[config.mk]
export PLATFORM = sky130hd
export DESIGN_NAME = ternary_match_priority_table
export DESIGN_NICKNAME = d
export VERILOG_FILES = /design/src/hdl/tmpt_pkg.sv /design/src/hdl/tmpt_ram.sv /design/src/hdl/tmpt_match.sv /design/src/hdl/ternary_match_priority_table.sv
export SDC_FILE = /design/constraint.sdc
export NUM_CORES = 2
export LEC_CHECK = 0
export CAP_MARGIN = 20
export CORE_MARGIN = 2
export CORE_UTILIZATION = 35
export CTS_CLUSTER_DIAMETER = 100
export CTS_CLUSTER_SIZE = 30
export DETAILED_ROUTE_END_ITERATION = 8
export DONT_BUFFER_PORTS = 1
export PLACE_DENSITY_LB_ADDON = 0.12
export RECOVER_POWER = 25
export SYNTH_ARGS = -nofsm -noshare
export SYNTH_HDL_FRONTEND = slang
export SYNTH_SLANG_ARGS = --single-unit
[constraint.sdc]
create_clock -name clk_i -period 47.2 [get_ports clk_i]
set_input_delay 2.36 -clock clk_i [delete_from_list [all_inputs] [get_ports clk_i]]
set_output_delay 2.36 -clock clk_i [all_outputs]
set_load 0.05 [all_outputs]
[src/hdl/tmpt_pkg.sv]
// Shared types and constants of the ternary match table.
package tmpt_pkg;

  localparam int unsigned RULE_COUNT_DEF = 16;
  localparam int unsigned WORD_BITS_DEF  = 64;

  localparam int unsigned FIELD_W   = 64;
  localparam int unsigned IDX_IN_W  = 8;
  localparam int unsigned HIT_IDX_W = 4;

  // Slave tdata layout, lowest bit first.
  localparam int unsigned RIDX_LSB  = 0;
  localparam int unsigned KEY_LSB   = RIDX_LSB + IDX_IN_W;
  localparam int unsigned MASK_LSB  = KEY_LSB + FIELD_W;
  localparam int unsigned WORD_LSB  = MASK_LSB + FIELD_W;
  localparam int unsigned S_DATA_W  = WORD_LSB + FIELD_W;

  localparam int unsigned RES_W     = 2 + HIT_IDX_W;
  localparam int unsigned M_DATA_W  = 8;
  localparam int unsigned M_PAD_W   = M_DATA_W - RES_W;

  localparam logic CMD_INSTALL = 1'b0;
  localparam logic CMD_LOOKUP  = 1'b1;

  typedef struct packed {
    logic [HIT_IDX_W-1:0] hit_index;
    logic                 hit;
    logic                 install_ok;
  } res_t;

endpackage

[src/hdl/tmpt_ram.sv]
// Generic single-write, single-read RAM with registered read data.
module tmpt_ram #(
  parameter int unsigned WIDTH = 8,
  parameter int unsigned DEPTH = 16,
  localparam int unsigned AW = (DEPTH > 1) ? $clog2(DEPTH) : 1
) (
  input  logic             clk_i,
  input  logic             we_i,
  input  logic [AW-1:0]    waddr_i,
  input  logic [WIDTH-1:0] wdata_i,
  input  logic             re_i,
  input  logic [AW-1:0]    raddr_i,
  output logic [WIDTH-1:0] rdata_o
);

  logic [WIDTH-1:0] mem_q [DEPTH];
  logic [WIDTH-1:0] rdata_q;

  always_ff @(posedge clk_i) begin
    if (we_i) begin
      mem_q[waddr_i] <= wdata_i;
    end
    if (re_i) begin
      rdata_q <= mem_q[raddr_i];
    end
  end

  assign rdata_o = rdata_q;

endmodule

[src/hdl/tmpt_match.sv]
// Masked ternary compare of one stored rule against the search word.
module tmpt_match #(
  parameter int unsigned WORD_BITS = 64
) (
  input  logic [WORD_BITS-1:0] word_i,
  input  logic [WORD_BITS-1:0] key_i,
  input  logic [WORD_BITS-1:0] mask_i,
  input  logic                 claimed_i,
  output logic                 match_o
);

  // Mismatch only counts where the rule cares.
  assign match_o = claimed_i && (((word_i ^ key_i) & mask_i) == '0);

endmodule

[src/hdl/ternary_match_priority_table.sv]
// Top level of the ternary match table: sequencer, rule store and claim flags.
//
//  Channel  Dir  Fields (tdata from bit 0 / tuser)
//  s_axis   in   tdata: rule_index[7:0] key_value[71:8] care_mask[135:72]
//                lookup_word[199:136]; tuser: cmd
//  m_axis   out  tdata: install_ok[0] hit[1] hit_index[5:2], zero pad [7:6]
//
//  Install: the result goes to res_q, then to the output register when free.
//  Lookup: one rule per cycle through the single RAM read port, the compare in
//  the cycle after the read; a hit ends the scan at the first matching rule, a
//  miss after the last rule. s_axis_tready rises as the result is loaded. A
//  result waiting in the output register does not block the next transfer; a
//  second finished result holds the block. Reset clears state and all flags.
module ternary_match_priority_table
  import tmpt_pkg::*;
#(
  parameter int unsigned RULE_COUNT = RULE_COUNT_DEF,
  parameter int unsigned WORD_BITS  = WORD_BITS_DEF
) (
  input  logic                clk_i,
  input  logic                rst_ni,
  input  logic                s_axis_tvalid,
  output logic                s_axis_tready,
  // rule_index, key_value, care_mask, lookup_word (low to high)
  input  logic [S_DATA_W-1:0] s_axis_tdata,
  // cmd
  input  logic                s_axis_tuser,
  output logic                m_axis_tvalid,
  input  logic                m_axis_tready,
  // install_ok, hit, hit_index, zero pad (low to high)
  output logic [M_DATA_W-1:0] m_axis_tdata
);

  localparam int unsigned IDX_W = (RULE_COUNT > 1) ? $clog2(RULE_COUNT) : 1;
  localparam logic [IDX_W:0]   RULES_CNT = (IDX_W + 1)'(RULE_COUNT);
  localparam logic [IDX_W-1:0] LAST_IDX  = IDX_W'(RULE_COUNT - 1);

  typedef enum logic [2:0] {
    ST_IDLE = 3'b001,
    ST_SCAN = 3'b010,
    ST_DONE = 3'b100
  } state_e;

  state_e state_q, state_d;

  logic [WORD_BITS-1:0] word_q;
  logic [IDX_W:0]       ptr_q, ptr_d;
  logic                 cmp_vld_q, cmp_vld_d;
  logic [IDX_W-1:0]     cmp_idx_q, cmp_idx_d;
  res_t                 res_q, res_d;
  logic                 out_vld_q, out_vld_d;
  res_t                 out_res_q;
  logic [RULE_COUNT-1:0] claimed_q;

  logic                 in_fire;
  logic                 in_cmd;
  logic [IDX_IN_W-1:0]  in_ridx;
  logic [WORD_BITS-1:0] in_key, in_mask, in_word;
  logic [IDX_W-1:0]     slot;
  logic                 slot_ok;
  logic                 install_ok;
  logic                 out_free;

  logic                 ram_we, ram_re;
  logic [2*WORD_BITS-1:0] ram_wdata, ram_rdata;
  logic                 match;

  assign in_cmd  = s_axis_tuser;
  assign in_ridx = s_axis_tdata[RIDX_LSB +: IDX_IN_W];
  assign in_key  = s_axis_tdata[KEY_LSB  +: WORD_BITS];
  assign in_mask = s_axis_tdata[MASK_LSB +: WORD_BITS];
  assign in_word = s_axis_tdata[WORD_LSB +: WORD_BITS];

  assign s_axis_tready = (state_q == ST_IDLE);
  assign in_fire       = s_axis_tvalid && s_axis_tready;

  assign slot       = in_ridx[IDX_W-1:0];
  assign slot_ok    = ({1'b0, in_ridx} < (IDX_IN_W + 1)'(RULE_COUNT));
  assign install_ok = slot_ok && !claimed_q[slot];

  assign out_free  = !out_vld_q || m_axis_tready;
  assign ram_wdata = {in_mask, in_key};

  tmpt_ram #(
    .WIDTH (2 * WORD_BITS),
    .DEPTH (RULE_COUNT)
  ) u_rule_ram (
    .clk_i   (clk_i),
    .we_i    (ram_we),
    .waddr_i (slot),
    .wdata_i (ram_wdata),
    .re_i    (ram_re),
    .raddr_i (ptr_q[IDX_W-1:0]),
    .rdata_o (ram_rdata)
  );

  tmpt_match #(
    .WORD_BITS (WORD_BITS)
  ) u_match (
    .word_i    (word_q),
    .key_i     (ram_rdata[WORD_BITS-1:0]),
    .mask_i    (ram_rdata[2*WORD_BITS-1:WORD_BITS]),
    .claimed_i (claimed_q[cmp_idx_q]),
    .match_o   (match)
  );

  always_comb begin
    state_d   = state_q;
    ptr_d     = ptr_q;
    cmp_vld_d = 1'b0;
    cmp_idx_d = cmp_idx_q;
    res_d     = res_q;
    ram_we    = 1'b0;
    ram_re    = 1'b0;
    unique case (state_q)
      ST_IDLE: begin
        if (in_fire) begin
          res_d = '0;
          if (in_cmd == CMD_INSTALL) begin
            res_d.install_ok = install_ok;
            ram_we           = install_ok;
            state_d          = ST_DONE;
          end else begin
            ptr_d   = '0;
            state_d = ST_SCAN;
          end
        end
      end
      ST_SCAN: begin
        // Compare runs in the cycle after the RAM read.
        if (cmp_vld_q && match) begin
          res_d.hit       = 1'b1;
          res_d.hit_index = HIT_IDX_W'(cmp_idx_q);
          state_d         = ST_DONE;
        end else if (cmp_vld_q && (cmp_idx_q == LAST_IDX)) begin
          state_d = ST_DONE;
        end else if (ptr_q < RULES_CNT) begin
          ram_re    = 1'b1;
          cmp_vld_d = 1'b1;
          cmp_idx_d = ptr_q[IDX_W-1:0];
          ptr_d     = ptr_q + 1'b1;
        end
      end
      ST_DONE: begin
        if (out_free) begin
          state_d = ST_IDLE;
        end
      end
      default: begin
        state_d = ST_IDLE;
      end
    endcase
  end

  always_comb begin
    out_vld_d = out_vld_q;
    if ((state_q == ST_DONE) && out_free) begin
      out_vld_d = 1'b1;
    end else if (m_axis_tready) begin
      out_vld_d = 1'b0;
    end
  end

  always_ff @(posedge clk_i or negedge rst_ni) begin
    if (!rst_ni) begin
      state_q   <= ST_IDLE;
      cmp_vld_q <= 1'b0;
      out_vld_q <= 1'b0;
      claimed_q <= '0;
    end else begin
      state_q   <= state_d;
      cmp_vld_q <= cmp_vld_d;
      out_vld_q <= out_vld_d;
      if (in_fire && (in_cmd == CMD_INSTALL) && install_ok) begin
        claimed_q[slot] <= 1'b1;
      end
    end
  end

  always_ff @(posedge clk_i) begin
    ptr_q     <= ptr_d;
    cmp_idx_q <= cmp_idx_d;
    res_q     <= res_d;
    if (in_fire) begin
      word_q <= in_word;
    end
    if ((state_q == ST_DONE) && out_free) begin
      out_res_q <= res_q;
    end
  end

  assign m_axis_tvalid = out_vld_q;
  assign m_axis_tdata  = {{M_PAD_W{1'b0}}, out_res_q};

endmodule

==> impl_metrics.toml <==
[global_route]
grt_start_max_net_pins = 158
grt_overflow = 0
grt_first_pass_wirelength_mm = 309
grt_pass1_vias = 37200
gr-usage-all-layers = 0.180
grt_antenna_before_repair = 20

[power]
p_int_mw = 2.86
power_mw = 3.73
seqPwrFrac = 0.616
leakagePower_nw = 27.2
power.switching_mw = 0.874
power_density_mw_per_mm2 = 40.4
pwr-share-clk = 0.269
power_frac_comb = 0.115
swShare = 0.234
ir_worst_vdd_uv = 26.0

[layout]
layout_common_cells = "edfxtp_1 (2261), mux4_2 (645), clkbuf_16 (95)"
synthToLayoutAreaGrowth_pct = 8.30
final_common_cell = "edfxtp_1"
nNetsFinal = 3501
finalNonFillerCells = 6545
fillers = 21200
drive_gt1_frac = 0.258

[route]
drt-met1-wl_mm = 96.2
drt-total-wl_mm = 225
vias = 35500
vias_per_cell = 5.42
wl_met3_mm = 13.8
wl_met2_mm = 111
top_layer_used = "met4"
wl_per_cell_um = 34.4
antenna_left = 0
drt_iter0_drc = 3972
firstDrtPassIters = 5
drc = 0

[synthesis]
synth_xor_area_frac = 0.00689
seq_area_frac_synth = 0.803
ys_ff_latch = 2282
yosys.area_share.simple = 0.00663
ys.flop_type = "edfxtp_1"
synth-edff-count = 2261
synth_top_family_by_area = "multiplexers"
synthesis.area_mm2 = 0.0852
synth_compound_area_frac = 0.00339
synthArstFlopShare = 0.00920
synth_cell_type_count = 42
ys_warn_count = 0
syn_inst = 3289
avgSynthCellArea_um2 = 25.9
synthAdderAreaFrac = 0.000147
synth_mux_area_frac = 0.172

[clock_tree]
cts_post_setup_buffers_inserted = 0
numCtsBuffers = 93
post_cts_resized = 0
htreeDepth = 3
holdBufCountCts = 0
root_buffer = "clkbuf_16"
clock_sinks = 2282
clk-insertion-delay-late_ns = 0.78
cts_buffer_depth = 3
clk_pin_slew_ns = 0.11
cts_tree = "built"

[setup_path]
required_ns = 47.66
arrival_ns = 10.02
start_kind = "flip-flop"
end_kind = "flip-flop"
crit_fanout = 95
crit_type = "flip-flop to flip-flop"

[status]
failed_checks = "max-capacitance violations, max-slew violations"
outcome = "complete, but fails checks"

[place]
post-place-cells = 6399
gp_congestion = 0.746
port-buffer-count = 0
post-place-ws_ns = 40.03
dp.final_hpwl_mm = 119

[floorplanning]
core_area_mm2 = 0.243
fp.dieW_um = 497
dieArea_mm2 = 0.247
die_h_um = 497
std_cell_rows = 181
start_util = 0.351
io_pins = 215

[timing]
fmax_mhz = 105
min_period_over_period = 0.203
fin_worst_skew_ns = 0.0402
hold_viol = 0
final_max_slew_viol_count = 178
grt_setup_unrepaired = "false"
finalSetupViolCount = 0
max_slew_margin = -5.57
fin_tns_setup_ns = 0
timing.final.ws_setup_ns = 37.64
period_minus_slack_ns = 9.56
worst_pin_slew_ns = 9.85

[worst_hold_path]
hold_class = "flip-flop to flip-flop"

[run]
drv_cap = 3
## stage by stage
step / hold WS, ns / area [um2] / utilization
2_1_floorplan: 0.400 / 85200 / -
3_5_place_dp: 0.407 / 89400 / 0.369
5_1_grt: 0.442 / 92200 / 0.380
6_report: 0.432 / 92200 / 0.380
3_3_place_gp: 0.405 / 89400 / 0.369
4_1_cts: 0.436 / 92200 / 0.380
## flip-flops by register name, summed over array words and instances, names as in the netlist
signal	count
u_rule_ram.mem_q	2048
res_q	6
cmp_vld_q	1
word_q	64
ptr_q	5
state_q	3
m_axis_tdata	6
cmp_idx_q	4
u_rule_ram.rdata_o	128
claimed_q	16
m_axis_tvalid	1
## worst max-delay path, cell delays in order (launching register included)
cell,delay [ns]
edfxtp_1,0.34
clkbuf_1,6.78
buf_4,1.48
mux4_2,0.55
## final cells by class
type | count | area, um2 | area share
antenna | 7 | 17.5 | 0.000190
clock buffer | 105 | 2420 | 0.0263
clock inverter | 31 | 313 | 0.00339
inverter | 6 | 25.0 | 0.000271
multi-input combinational | 849 | 16200 | 0.176
sequential | 2282 | 68400 | 0.742
tap | 3202 | 4010 | 0.0434
timing repair buffer | 63 | 788 | 0.00855
## metal layers
| layer | vias up | GRT usage |
|---|---|---|
| met5 | - | 0 |
| met4 | 0 | 0.0288 |
| met3 | 163 | 0.0343 |
| met2 | 896 | 0.300 |
| met1 | 20200 | 0.249 |
| li1 | 14200 | - |
## synth_stat cells, types with 3 or more instances
cell type / number / area share
mux4_1: 4 / 0.0012
and3_1: 5 / 0.00037
nand3_1: 3 / 0.00018
or2_2: 11 / 0.00081
nand2b_1: 3 / 0.00022
nand2_1: 8 / 0.00035
inv_1: 6 / 0.00026
nand4_1: 8 / 0.00059
a22oi_1: 26 / 0.0023
mux2i_1: 3 / 0.00035
nor4_1: 7 / 0.00051
mux4_2: 645 / 0.17
nor4_2: 8 / 0.0012
buf_1: 53 / 0.0023
edfxtp_1: 2261 / 0.80
a21oi_1: 3 / 0.00018
xor2_1: 66 / 0.0068
nor2_1: 13 / 0.00057
o21ai_0: 5 / 0.00029
clkbuf_1: 95 / 0.0042
dfrtp_1: 20 / 0.0059
or2_1: 9 / 0.00066
## worst paths after layout
kind,startpoint,to,slack [ns],cells after the start
min reg2reg,res_q[2],m_axis_tdata[2],0.43,0
min in group asynchronous,rst_ni,claimed_q[5],1.29,0
min,res_q[2],m_axis_tdata[2],0.43,0
max reg2reg,ptr_q[3],u_rule_ram.rdata_o[66],37.64,3
max,ptr_q[3],u_rule_ram.rdata_o[66],37.64,3
max in group asynchronous,rst_ni,state_q[0],45.74,0
## cells by family (layout without fill, tap and decap cells)
group	Yosys count	after routing
buffers and inverters	159	205
multiplexers	652	652
other	1	9
XOR/XNOR	67	67
AO/OA/AOI/OAI	40	40
AND/OR/NAND/NOR	87	87
adder cells (fa/ha/maj)	1	1
flip-flops	2282	2282
## power by group through the flow
stage | registers [mW] | logic (mW) | clock network [mW]
after CTS | 2.30 | 0.427 | 1.04
after detailed placement | 2.35 | 0.425 | 0
after floorplan | 2.33 | 0.289 | 0
after global placement | 2.35 | 0.422 | 0
final | 2.30 | 0.429 | 1.00
after global routing | 2.30 | 0.456 | 1.10
Note: power is estimated with default switching activity, not from simulation.
